## src/hw/rtl/tfp_pkg.sv

```systemverilog
package tfp_pkg;

	localparam int SEC_BITS     = 32;
	localparam int IDX_BITS     = 28;
	localparam int RATE_BITS    = 8;
	localparam int COUNT_BITS   = 11;
	localparam int KIND_BITS    = 3;
	// sample index after the half-frame shift
	localparam int IDX_ADJ_BITS = IDX_BITS + 1;

	localparam int IN_FIELD_BITS = SEC_BITS + IDX_BITS + RATE_BITS + COUNT_BITS;
	localparam int IN_DATA_BITS  = ((IN_FIELD_BITS + 7) / 8) * 8;
	localparam int IN_USER_BITS  = 2;

	localparam int MUL_A_BITS = 32;
	localparam int MUL_B_BITS = 20;
	localparam int MUL_P_BITS = MUL_A_BITS + MUL_B_BITS;
	localparam int PROD1_BITS = SEC_BITS + RATE_BITS;
	localparam int HI_BITS    = PROD1_BITS - MUL_A_BITS;

	localparam logic [RATE_BITS-1:0]  HALF_RATE_MHZ = RATE_BITS'(200);
	localparam logic [MUL_B_BITS-1:0] HZ_PER_MHZ    = MUL_B_BITS'(1000000);

	localparam int FRAME_SAMPLES_DEF = 1024;
	localparam int POSITION_BITS_DEF = 48;

	typedef enum logic [KIND_BITS-1:0] {
		KIND_WRITE  = 3'd0,
		KIND_NEW    = 3'd1,
		KIND_EXTEND = 3'd2,
		KIND_ORDER  = 3'd3,
		KIND_RANGE  = 3'd4
	} tfp_kind_t;

	typedef enum logic [3:0] {
		ST_IDLE,
		ST_ORDER,
		ST_MUL1,
		ST_MUL2,
		ST_MUL3,
		ST_MUL4,
		ST_IDX1,
		ST_IDX2,
		ST_RANGE,
		ST_CHECK,
		ST_GAP,
		ST_FRAME,
		ST_WRITE
	} tfp_state_t;

	typedef struct packed {
		logic sub;
		logic sat;
	} tfp_alu_ctl_t;

endpackage

```

## src/hw/rtl/tfp_mul.sv

```systemverilog
module tfp_mul import tfp_pkg::*; (
	input  logic                  clk,
	input  logic                  en,
	input  logic [MUL_A_BITS-1:0] a,
	input  logic [MUL_B_BITS-1:0] b,
	output logic [MUL_P_BITS-1:0] p
);

	logic [MUL_P_BITS-1:0] p_q;

	always_ff @(posedge clk) begin
		if (en) begin
			p_q <= MUL_P_BITS'(a) * MUL_P_BITS'(b);
		end
	end

	assign p = p_q;

endmodule

```

## src/hw/rtl/tfp_alu.sv

```systemverilog
module tfp_alu import tfp_pkg::*; #(
	parameter int AW = 62,
	parameter int PW = POSITION_BITS_DEF
) (
	input  tfp_alu_ctl_t   ctl,
	input  logic signed [AW-1:0] a,
	input  logic signed [AW-1:0] b,
	output logic signed [AW-1:0] y
);

	localparam logic [AW-1:0] POS_MAX = {{(AW-PW){1'b0}}, {PW{1'b1}}};

	logic signed [AW-1:0] sum;
	logic                 over;

	always_comb begin
		sum  = ctl.sub ? (a - b) : (a + b);
		over = !sum[AW-1] && (|sum[AW-2:PW]);
		// clamp at the top of the position space
		y    = (ctl.sat && over) ? $signed(POS_MAX) : sum;
	end

endmodule

```

## src/hw/rtl/transient_frame_placer_with_loss_flags_top.sv

```systemverilog
// Channel  Dir  Beat                     tdata / tuser / tlast
// s_*      in   one frame header         tdata: second_stamp, sample_index, rate_mhz,
//                                        sample_count; tuser: checksum_ok, all_zero
// m_*      out  one placement result     tdata: kind, position, length; tlast: last
//
// For each header, the offset goes through one shared 32x20 multiplier three times and one
// shared adder in sequence. Out-of-order headers are dropped at the order check, out-of-range
// ones at the range check, before any flag or write result.
// s_tready is high only while the sequencer is idle; a stalled m_tready holds the
// sequencer in its emitting step. Reset clears origin, written end and flag range.
module transient_frame_placer_with_loss_flags_top import tfp_pkg::*; #(
	parameter int FRAME_SAMPLES = FRAME_SAMPLES_DEF,
	parameter int POSITION_BITS = POSITION_BITS_DEF,
	localparam int OUT_FIELD_BITS = KIND_BITS + 2 * POSITION_BITS,
	localparam int OUT_DATA_BITS  = ((OUT_FIELD_BITS + 7) / 8) * 8
) (
	input  logic                     clk,
	input  logic                     arst_n,
	input  logic                     s_tvalid,
	output logic                     s_tready,
	// second_stamp, sample_index, rate_mhz, sample_count
	input  logic [IN_DATA_BITS-1:0]  s_tdata,
	// checksum_ok, all_zero
	input  logic [IN_USER_BITS-1:0]  s_tuser,
	output logic                     m_tvalid,
	input  logic                     m_tready,
	// kind, position, length
	output logic [OUT_DATA_BITS-1:0] m_tdata,
	output logic                     m_tlast
);

	localparam int PW = POSITION_BITS;
	localparam int AW = ((PW > 60) ? PW : 60) + 2;
	localparam logic [IDX_ADJ_BITS-1:0] HALF_FRAME = IDX_ADJ_BITS'(FRAME_SAMPLES / 2);

	// input unpacking
	logic [SEC_BITS-1:0]     in_sec;
	logic [IDX_BITS-1:0]     in_idx;
	logic [RATE_BITS-1:0]    in_rate;
	logic [COUNT_BITS-1:0]   in_count;
	logic [IDX_ADJ_BITS-1:0] in_idx_adj;

	assign in_sec   = s_tdata[SEC_BITS-1:0];
	assign in_idx   = s_tdata[SEC_BITS+IDX_BITS-1:SEC_BITS];
	assign in_rate  = s_tdata[SEC_BITS+IDX_BITS+RATE_BITS-1:SEC_BITS+IDX_BITS];
	assign in_count = s_tdata[IN_FIELD_BITS-1:SEC_BITS+IDX_BITS+RATE_BITS];
	assign in_idx_adj = IDX_ADJ_BITS'(in_idx)
		+ (((in_rate == HALF_RATE_MHZ) && in_sec[0]) ? HALF_FRAME : '0);

	tfp_state_t state_q, state_d;

	logic [SEC_BITS-1:0]     sec_q;
	logic [IDX_ADJ_BITS-1:0] idx_q;
	logic [RATE_BITS-1:0]    rate_q;
	logic [COUNT_BITS-1:0]   count_q;
	logic                    flag_q;
	logic                    org_valid_q;
	logic [SEC_BITS-1:0]     org_sec_q;
	logic [IDX_ADJ_BITS-1:0] org_idx_q;
	logic [PW-1:0]           written_end_q;
	logic                    range_exists_q;
	logic [PW-1:0]           range_end_q;
	logic signed [AW-1:0]    acc_q;
	logic signed [AW-1:0]    off_q;
	logic [PW-1:0]           frame_end_q;
	logic [HI_BITS-1:0]      hi_q;

	logic                    out_valid_q;
	tfp_kind_t               out_kind_q;
	logic [PW-1:0]           out_pos_q;
	logic [PW-1:0]           out_len_q;
	logic                    out_last_q;

	// shared units
	tfp_alu_ctl_t          alu_ctl;
	logic signed [AW-1:0]  alu_a, alu_b, alu_y;
	logic                  mul_en;
	logic [MUL_A_BITS-1:0] mul_a;
	logic [MUL_B_BITS-1:0] mul_b;
	logic [MUL_P_BITS-1:0] mul_p;

	tfp_alu #(.AW(AW), .PW(PW)) u_alu (
		.ctl (alu_ctl),
		.a   (alu_a),
		.b   (alu_b),
		.y   (alu_y)
	);

	tfp_mul u_mul (
		.clk (clk),
		.en  (mul_en),
		.a   (mul_a),
		.b   (mul_b),
		.p   (mul_p)
	);

	// sequencer controls
	logic      accept;
	logic      emit_ok;
	logic      emit;
	tfp_kind_t emit_kind;
	logic [PW-1:0] emit_pos;
	logic [PW-1:0] emit_len;
	logic      emit_last;
	logic      acc_ld, off_ld, fe_ld, hi_ld, we_ld, rng_ld;
	logic      order_bad, range_bad, gap_pos, open_new;

	assign accept  = s_tvalid && s_tready;
	assign emit_ok = !out_valid_q || m_tready;

	assign order_bad = (sec_q < org_sec_q) || ((sec_q == org_sec_q) && (idx_q < org_idx_q));
	assign range_bad = off_q[AW-1] || (|acc_q[AW-2:PW]);
	assign gap_pos   = !acc_q[AW-1] && (|acc_q);

	always_comb begin
		state_d   = state_q;
		s_tready  = 1'b0;
		alu_ctl   = '0;
		alu_a     = acc_q;
		alu_b     = '0;
		mul_en    = 1'b0;
		mul_a     = mul_p[MUL_A_BITS-1:0];
		mul_b     = HZ_PER_MHZ;
		emit      = 1'b0;
		emit_kind = KIND_WRITE;
		emit_pos  = '0;
		emit_len  = '0;
		emit_last = 1'b0;
		acc_ld    = 1'b0;
		off_ld    = 1'b0;
		fe_ld     = 1'b0;
		hi_ld     = 1'b0;
		we_ld     = 1'b0;
		rng_ld    = 1'b0;
		open_new  = 1'b0;
		case (state_q)
			ST_IDLE: begin
				s_tready = 1'b1;
				if (s_tvalid) begin
					state_d = ST_ORDER;
				end
			end
			ST_ORDER: begin
				alu_ctl.sub = 1'b1;
				alu_a       = AW'(sec_q);
				alu_b       = AW'(org_sec_q);
				if (order_bad) begin
					if (emit_ok) begin
						emit      = 1'b1;
						emit_kind = KIND_ORDER;
						emit_last = 1'b1;
						state_d   = ST_IDLE;
					end
				end else begin
					acc_ld  = 1'b1;
					state_d = ST_MUL1;
				end
			end
			ST_MUL1: begin
				mul_en  = 1'b1;
				mul_a   = acc_q[MUL_A_BITS-1:0];
				mul_b   = MUL_B_BITS'(rate_q);
				state_d = ST_MUL2;
			end
			ST_MUL2: begin
				// low 32 bits of seconds*rate times 10^6; keep the top byte
				mul_en  = 1'b1;
				hi_ld   = 1'b1;
				state_d = ST_MUL3;
			end
			ST_MUL3: begin
				alu_a   = AW'(mul_p);
				acc_ld  = 1'b1;
				mul_en  = 1'b1;
				mul_a   = MUL_A_BITS'(hi_q);
				state_d = ST_MUL4;
			end
			ST_MUL4: begin
				alu_b   = AW'(mul_p) << MUL_A_BITS;
				acc_ld  = 1'b1;
				state_d = ST_IDX1;
			end
			ST_IDX1: begin
				alu_b   = AW'(idx_q);
				acc_ld  = 1'b1;
				state_d = ST_IDX2;
			end
			ST_IDX2: begin
				alu_ctl.sub = 1'b1;
				alu_b       = AW'(org_idx_q);
				acc_ld      = 1'b1;
				state_d     = ST_RANGE;
			end
			ST_RANGE: begin
				off_ld  = 1'b1;
				alu_b   = AW'(count_q);
				acc_ld  = 1'b1;
				state_d = ST_CHECK;
			end
			ST_CHECK: begin
				if (range_bad) begin
					if (emit_ok) begin
						emit      = 1'b1;
						emit_kind = KIND_RANGE;
						emit_last = 1'b1;
						state_d   = ST_IDLE;
					end
				end else begin
					// acc holds the frame end; turn it into the gap
					fe_ld       = 1'b1;
					alu_ctl.sub = 1'b1;
					alu_a       = off_q;
					alu_b       = AW'(written_end_q);
					acc_ld      = 1'b1;
					state_d     = ST_GAP;
				end
			end
			ST_GAP: begin
				if (gap_pos) begin
					open_new    = !range_exists_q || (written_end_q > range_end_q);
					alu_ctl.sat = 1'b1;
					alu_a       = open_new ? AW'(written_end_q) : AW'(range_end_q);
					alu_b       = acc_q;
					if (emit_ok) begin
						emit      = 1'b1;
						emit_kind = open_new ? KIND_NEW : KIND_EXTEND;
						emit_pos  = open_new ? written_end_q : '0;
						emit_len  = acc_q[PW-1:0];
						rng_ld    = 1'b1;
						state_d   = ST_FRAME;
					end
				end else begin
					state_d = ST_FRAME;
				end
			end
			ST_FRAME: begin
				if (flag_q) begin
					open_new    = !range_exists_q || (off_q[PW-1:0] > range_end_q);
					alu_ctl.sat = 1'b1;
					alu_a       = open_new ? off_q : AW'(range_end_q);
					alu_b       = AW'(count_q);
					if (emit_ok) begin
						emit      = 1'b1;
						emit_kind = open_new ? KIND_NEW : KIND_EXTEND;
						emit_pos  = open_new ? off_q[PW-1:0] : '0;
						emit_len  = PW'(count_q);
						rng_ld    = 1'b1;
						state_d   = ST_WRITE;
					end
				end else begin
					state_d = ST_WRITE;
				end
			end
			ST_WRITE: begin
				if (emit_ok) begin
					emit      = 1'b1;
					emit_kind = KIND_WRITE;
					emit_pos  = off_q[PW-1:0];
					emit_len  = PW'(count_q);
					emit_last = 1'b1;
					we_ld     = 1'b1;
					state_d   = ST_IDLE;
				end
			end
			default: begin
				state_d = ST_IDLE;
			end
		endcase
	end

	always_ff @(posedge clk or negedge arst_n) begin
		if (!arst_n) begin
			state_q <= ST_IDLE;
		end else begin
			state_q <= state_d;
		end
	end

	// architectural state
	always_ff @(posedge clk or negedge arst_n) begin
		if (!arst_n) begin
			org_valid_q    <= 1'b0;
			org_sec_q      <= '0;
			org_idx_q      <= '0;
			written_end_q  <= '0;
			range_exists_q <= 1'b0;
			range_end_q    <= '0;
		end else begin
			if (accept && !org_valid_q) begin
				org_valid_q   <= 1'b1;
				org_sec_q     <= in_sec;
				org_idx_q     <= in_idx_adj;
				written_end_q <= '0;
			end else if (we_ld) begin
				written_end_q <= frame_end_q;
			end
			if (rng_ld) begin
				range_exists_q <= 1'b1;
				range_end_q    <= alu_y[PW-1:0];
			end
		end
	end

	// working registers
	always_ff @(posedge clk) begin
		if (accept) begin
			sec_q   <= in_sec;
			idx_q   <= in_idx_adj;
			rate_q  <= in_rate;
			count_q <= in_count;
			flag_q  <= (in_count != '0) && (!s_tuser[0] || s_tuser[1]);
		end
		if (acc_ld) begin
			acc_q <= alu_y;
		end
		if (off_ld) begin
			off_q <= acc_q;
		end
		if (fe_ld) begin
			frame_end_q <= acc_q[PW-1:0];
		end
		if (hi_ld) begin
			hi_q <= mul_p[PROD1_BITS-1:MUL_A_BITS];
		end
	end

	// output word register
	always_ff @(posedge clk or negedge arst_n) begin
		if (!arst_n) begin
			out_valid_q <= 1'b0;
		end else if (emit) begin
			out_valid_q <= 1'b1;
		end else if (m_tready) begin
			out_valid_q <= 1'b0;
		end
	end

	always_ff @(posedge clk) begin
		if (emit) begin
			out_kind_q <= emit_kind;
			out_pos_q  <= emit_pos;
			out_len_q  <= emit_len;
			out_last_q <= emit_last;
		end
	end

	assign m_tvalid = out_valid_q;
	assign m_tlast  = out_last_q;
	assign m_tdata  = {{(OUT_DATA_BITS-OUT_FIELD_BITS){1'b0}}, out_len_q, out_pos_q, out_kind_q};

`ifndef SYNTHESIS
	a_busy_after_accept: assert property (@(posedge clk) disable iff (!arst_n)
		s_tvalid && s_tready |=> !s_tready)
		else $error("header accepted while previous one still in work");

	a_flag_not_last: assert property (@(posedge clk) disable iff (!arst_n)
		m_tvalid && (out_kind_q == KIND_NEW || out_kind_q == KIND_EXTEND) |-> !m_tlast)
		else $error("flag word marked as last of its frame");

	a_drop_empty: assert property (@(posedge clk) disable iff (!arst_n)
		m_tvalid && (out_kind_q == KIND_ORDER || out_kind_q == KIND_RANGE)
		|-> out_pos_q == '0 && out_len_q == '0 && m_tlast)
		else $error("drop word carries payload or is not last");

	a_extend_no_pos: assert property (@(posedge clk) disable iff (!arst_n)
		m_tvalid && out_kind_q == KIND_EXTEND |-> out_pos_q == '0)
		else $error("extension word carries a position");
`endif

endmodule
```

## config.mk

```make
export PLATFORM = sky130hd
export DESIGN_NAME = transient_frame_placer_with_loss_flags_top
export DESIGN_NICKNAME = d
export VERILOG_FILES = /design/src/hw/rtl/tfp_pkg.sv /design/src/hw/rtl/tfp_mul.sv /design/src/hw/rtl/tfp_alu.sv /design/src/hw/rtl/transient_frame_placer_with_loss_flags_top.sv
export SDC_FILE = /design/constraint.sdc
export NUM_CORES = 2
export LEC_CHECK = 0
export ABC_AREA = 1
export BUFFER_PORTS_ARGS = -buffer_cell sky130_fd_sc_hd__buf_4
export CORE_MARGIN = 5
export CORE_UTILIZATION = 55
export CTS_CLUSTER_DIAMETER = 100
export CTS_CLUSTER_SIZE = 20
export DETAILED_ROUTE_END_ITERATION = 10
export GPL_TIMING_DRIVEN = 1
export PLACE_DENSITY = 0.71
export SLEW_MARGIN = 25
export SYNTH_ARGS = -nofsm -noshare
export SYNTH_HDL_FRONTEND = slang
export SYNTH_SLANG_ARGS = --single-unit
```

## constraint.sdc

```tcl
create_clock -name clk -period 8.1 [get_ports clk]
set_input_delay 0.405 -clock clk [delete_from_list [all_inputs] [get_ports clk]]
set_output_delay 0.405 -clock clk [all_outputs]
set_load 0.01 [all_outputs]
```

# After elaboration in Yosys (flattened, before gate mapping)
# Cells that the tools add are included.
[op_classes] addsub=3 n_mul=1 n_lt_le_gt_ge=4 n_eq_ne=17 muxes=73 reduce_logical=31
[op_table] op="$mux 48" n=14
[op_table] op="$pmux 62 s8" n=1
[op_table] op="$mux 62" n=6
[op_table] op="$pmux 62 s5" n=1
[op_table] op="$pmux 48 s3" n=2
[op_table] op="$gt 48x48->1" n=2
[op_table] op="$pmux 32 s2" n=1
[op_table] op="$add 62x62->62" n=1
[op_table] op="$reduce_or 62->1" n=1
[op_table] op="$sub 62x62->62" n=1
[op_table] op="$mul 32x20->52" n=1
[op_table] op="$pmux 4 s13" n=1
[op_table] op="$mux 11" n=3
[op_table] op="$eq 32x32->1" n=1
[op_table] op="$lt 32x32->1" n=1
[op_table] op="$mux 4" n=8
[op_table] op="$add 28x10->29" n=1
[op_table] op="$lt 29x29->1" n=1
[op_table] op="$reduce_or 13->1" n=2
[op_table] op="$eq 4x4->1 const B" n=5
[op_table] op="$mux 20" n=1
[op_table] op="$mux 1" n=17
[op_table] op="$eq 4x3->1 const B" n=4
[op_table] op="$mux 2" n=8
[op_table] op="other kinds (21)" n=45
[word_totals] reg_bits=577 input_bits=86 out_inout_bits=107 word_cells=152

# Logic depth before layout (Yosys ltp)
[depth] word_depth=11 ltp_mapped=45 ltp_nobuf=42

# Hierarchy
# From an unflattened synthesis, not the netlist that was laid out.
[hier_totals] hier_cells=7903 hier_area_um2=60475.5
[modules_own_cells] module="transient_frame_placer_with_loss_flags_top" instances=1 cells_each=3168 area_per_inst_um2=28777.6 seq_area_each_um2=14944.3
[modules_own_cells] module="tfp_mul" instances=1 cells_each=3186 area_per_inst_um2=23970.5 seq_area_each_um2=1561.5
[modules_own_cells] module="tfp_alu" instances=1 cells_each=1549 area_per_inst_um2=7727.4 seq_area_each_um2=0.0

# Worst setup path after synthesis
# Ideal clock, no wire load.
[synth_timing] path_type="register to register" from="register state_q[3]" to="register org_idx_q[28]" setup_ns=0.133 arrival_ns=7.886 required_time_ns=7.967 path_slack_ns=0.080 path_stages_with_launch=9 path_buffers=2 synth_period_minus_slack_ns=8.020 path_cell_list="dfrtp_1 > nor2_1 > inv_1 > nor3_1 > nand2_1 > inv_1 > clkbuf_1 > clkbuf_1 > o21ai_0"
[synth_via] elab_chain_cells=4
[synth_rtl] item="start, declared" line_no="transient_frame_placer_with_loss_flags_top.sv:50" source="tfp_state_t state_q, state_d;"
[synth_rtl] item="start signal, assigned" line_no="transient_frame_placer_with_loss_flags_top.sv:275" source="state_q <= state_d;"
[synth_rtl] item="$logic_not 4->1" line_no="transient_frame_placer_with_loss_flags_top.sv:136" source="case (state_q)"
[synth_rtl] item="$mux 1" line_no="transient_frame_placer_with_loss_flags_top.sv:136"
[synth_rtl] item="$logic_and 1x1->1" line_no="transient_frame_placer_with_loss_flags_top.sv:108" source="assign accept = s_tvalid && s_tready;"
[synth_rtl] item="named net accept" line_no="transient_frame_placer_with_loss_flags_top.sv:98" source="logic accept;"
[synth_rtl] item="$logic_and 1x1->1" line_no="transient_frame_placer_with_loss_flags_top.sv:289" source="if (accept && !org_valid_q) begin"
[synth_rtl] item="end signal, assigned" line_no="transient_frame_placer_with_loss_flags_top.sv:292" source="org_idx_q <= in_idx_adj;"
[synth_rtl] item="end, declared" line_no="transient_frame_placer_with_loss_flags_top.sv:59" source="logic [IDX_ADJ_BITS-1:0] org_idx_q;"
# The timed path passes the listed nets, and every way through them passes these cells.
# A chain may end at the register's enable or synchronous reset.

# Worst setup path in the final report
[layout_timing] from="register acc_q[2]" to="register acc_q[56], data pin"
[layout_via] elab_chain_cells=9 word_cells_on_any_way=17 classes_between="add/sub: 2; mux: 9; reduce/logical: 6"
[layout_rtl] item="start, declared" line_no="transient_frame_placer_with_loss_flags_top.sv:63" source="logic signed [AW-1:0] acc_q;"
[layout_rtl] item="start signal, assigned" line_no="transient_frame_placer_with_loss_flags_top.sv:314" source="acc_q <= alu_y;"
[layout_rtl] item="$reduce_or 62->1" line_no="transient_frame_placer_with_loss_flags_top.sv:113" source="assign gap_pos = !acc_q[AW-1] && (|acc_q);"
[layout_rtl] item="$logic_and 1x1->1" line_no="transient_frame_placer_with_loss_flags_top.sv:113"
[layout_rtl] item="$mux 62" line_no="transient_frame_placer_with_loss_flags_top.sv:219" source="if (gap_pos) begin"
[layout_rtl] item="$pmux 62 s8 or $pmux 62 s5 (tied branches)" line_no="transient_frame_placer_with_loss_flags_top.sv:136"
[layout_rtl] item="$add 62x62->62 or $sub 62x62->62 (tied branches)" line_no="tfp_alu.sv:17" source="sum = ctl.sub ? (a - b) : (a + b);"
[layout_rtl] item="$mux 62" line_no="tfp_alu.sv:17"
[layout_rtl] item="$reduce_or 13->1 or $logic_not 1->1 (tied branches)" line_no="tfp_alu.sv:18" source="over = !sum[AW-1] && (|sum[AW-2:PW]);"
[layout_rtl] item="$logic_and 1x1->1" line_no="tfp_alu.sv:18"
[layout_rtl] item="$logic_and 1x1->1" line_no="tfp_alu.sv:20" source="y = (ctl.sat && over) ? $signed(POS_MAX) : sum;"
# Parallel ways exist; a longest one is shown, timed or not.

==> impl_metrics.py <==
metrics = {
    "logic_synthesis": {
        "synth_edf_count": 413,
        "yosys_warnings": 0,
        "async_flop_share_pct": 28.4,
        "synth_top_area_share_pct": 24.1,
        "postSynthAreaPerCell_um2": 8.33,
        "synth_area_leader_cell": "edfxtp_1",
        "syn_inst": 6165,
        "synth_seq_cells": 577,
        "synth_cell_types": 55,
        "syn_area_mm2": 0.0514,
        "synth_most_common_cell": "nand2_1",
        "ys.flop_type": "edfxtp_1",
        "synth.area.top_cells": "edfxtp_1 24%, fa_1 13%, ha_1 11%",
        "synth-seq-area-share_pct": 32.1,
        "synth_common_cells": "1186 x nand2_1, 975 x inv_1, 650 x nor2_1",
    },
    "clock_tree": {
        "cts_tree": "built",
        "clkTransAtPathRegs_ns": 0.09,
        "cts_buffer_depth": 3,
        "root_buffer": "clkbuf_16",
        "insertion_delay_ns": 0.70,
        "cts_sinks": 577,
        "cts_buffers": 40,
        "htree_levels": 2,
    },
    "setup_path": {
        "critPathTopFamily": "simple AND/OR/NAND/NOR gates",
        "cp_slowest_cell": "edfxtp_1",
        "crit_arrival_ns": 8.31,
        "worst_setup_path_end_kind": "flip-flop",
        "critPathBufInv": 5,
        "worstSetupStartpointType": "flip-flop",
        "path_class": "reg2reg",
        "path_depth": 38,
        "max_stage_delay_ns": 0.55,
        "path_common_cell": "nand2_1",
        "reg2reg_depth": 38,
        "required_ns": 8.49,
        "crit_path_max_fanout": 13,
    },
    "route": {
        "vias": 47200,
        "drt-vias-per-instance": 6.02,
        "firstDrtPassIters": 8,
        "postRouteAntennaNets": 0,
        "wire_per_inst_um": 25.6,
        "dr.first_iter.drc_count": 5543,
        "drc": 0,
        "routed_wl_mm": 201,
    },
    "floorplanning": {
        "io_pins": 193,
        "start_util_pct": 55.2,
        "num_rows": 112,
        "die_w_um": 316,
        "die_h_um": 316,
        "fp.dieArea_mm2": 0.0996,
        "coreArea_mm2": 0.0930,
    },
    "final_layout": {
        "area_delta_synth_final_pct": 13.3,
        "multi_input_area_mm2": 0.0305,
        "seq_area_mm2": 0.0165,
        "fin_util_pct": 62.6,
        "drive_above_1_share_pct": 10.2,
        "n_fill_cell": 8251,
        "nets": 7439,
    },
    "sta": {
        "post-route-period-util_pct": 97.8,
        "timing.final.max_slew_violations": 0,
        "skew_ns": 0.0924,
        "max_freq_mhz": 126,
        "hold_violations": 0,
        "tightestPinTransition_ns": 1.19,
        "rsz0062_at_grt": "yes",
        "holdWs_ns": 0.0477,
        "period_needed_ns": 7.92,
        "setup_viol": 0,
        "relSlewSlack_pct": 20.3,
    },
    "placed_design": {
        "gp_congestion": 1.10,
        "port_buffers": 186,
        "hpwlAfterDp_mm": 159,
    },
    "grt": {
        "grt_pass1_vias": 46400,
        "antenna_found_initial": 19,
        "grt_pass1_wl_mm": 295,
        "gr-usage-all-layers_pct": 39.8,
        "grt_max_degree": 100,
        "gr-total-overflow": 0,
    },
    "run_status": {
        "status": "finished clean",
    },
    "hold_path": {
        "hold_path.class": "in2reg",
        "whs_path_depth": 2,
    },
    "flow_run": {
        "drv_cap": 0,
    },
}
-- stage by stage --
step                setup WS [ns]  cell area, µm²  std cells  setup TNS [ns]
global placement          0.00484           56000       7689               0
CTS                        0.0294           57900       7822               0
global route               -0.106           58200       7830          -0.328
floorplan                  0.0804           51400       6169               0
finish                      0.180           58200       7840               0
detailed placement         0.0283           56000       7689               0
-- worst paths after layout --
check / from / slack [ns] / endpoint
setup / recovery: acc_q[2]$_DFFE_PP_ / 0.18 / acc_q[56]$_SDFFCE_PP0P_
min in group asynchronous: arst_n / 0.26 / org_idx_q[28]$_DFFE_PN0P_
max in group asynchronous: arst_n / 6.42 / written_end_q[8]$_DFFE_PN0P_
hold / removal: s_tdata[59] / 0.05 / idx_q[27]$_DFFE_PP_
setup reg to reg: acc_q[2]$_DFFE_PP_ / 0.18 / acc_q[56]$_SDFFCE_PP0P_
hold reg to reg: frame_end_q[9]$_DFFE_PP_ / 0.38 / written_end_q[9]$_DFFE_PN0P_
-- routing by layer --
| layer | wire (µm) | global-route usage (%) | vias to the layer above |
|---|---|---|---|
| met5 | 103 | 0 | - |
| met4 | 14700 | 22.8 | 16 |
| met3 | 20900 | 9.59 | 688 |
| met2 | 89100 | 63.0 | 2675 |
| met1 | 76100 | 50.4 | 22600 |
| li1 | - | - | 21200 |
-- cell usage in the layout, fill, tap and decap left out, drive strengths merged, types with 90 or more instances in the layout --
master | synthesis | final
buf | 53 | 498
ha | 464 | 464
fa | 345 | 345
nor2 | 666 | 666
inv | 987 | 992
a21oi | 471 | 471
nand2 | 1203 | 1203
dfrtp | 164 | 164
edfxtp | 413 | 413
xnor2 | 90 | 90
o21ai | 317 | 317
nand3 | 197 | 197
nand4 | 106 | 106
-- sequential cells by signal, summed over array words and instances, names as in the netlist --
register        count
count_q            11
m_tlast             1
org_sec_q          32
flag_q              1
acc_q              62
sec_q              32
hi_q                8
org_idx_q          29
frame_end_q        48
off_q              62
rate_q              8
out_len_q          48
out_pos_q          48
state_q             4
written_end_q      48
range_end_q        48
u_mul.p            52
range_exists_q      1
m_tvalid            1
out_kind_q          3
org_valid_q         1
idx_q              29
-- cell type report --
type,count,share of cell area (%)
antenna,11,0.0473
clock buffer,60,1.85
clock inverter,13,0.374
inverter,990,6.40
multi-input combinational,4376,52.4
sequential,577,28.4
tap,1254,2.70
timing repair buffer,559,7.90
-- cell families (layout without fill, tap and decap cells) --
kind of cell    Yosys count  count (layout)  share of synthesized area, %
other cells               1              16                       0.00730
flops                   577             577                          32.1
buf+inv                1216            1622                          9.10
simple gates           2243            2243                          18.0
xor+xnor                179             179                          3.05
fa+ha+maj               809             809                          24.7
compound gates         1140            1140                          12.9
-- what timing repair did --
item | in CTS | in global routing
pin swaps | 0 | 2
setup endpoints to repair | 1 | 54
gates cloned | 0 | 0
gates resized for setup | 2 | 44
hold buffers | 60 | 0
endpoints found under the hold margin | 142 | 0
setup buffers | 0 | 6
Power is left out: the tool's default activity adds up to more than one toggle a clock period on the data nets, which glitch-free logic cannot reach.
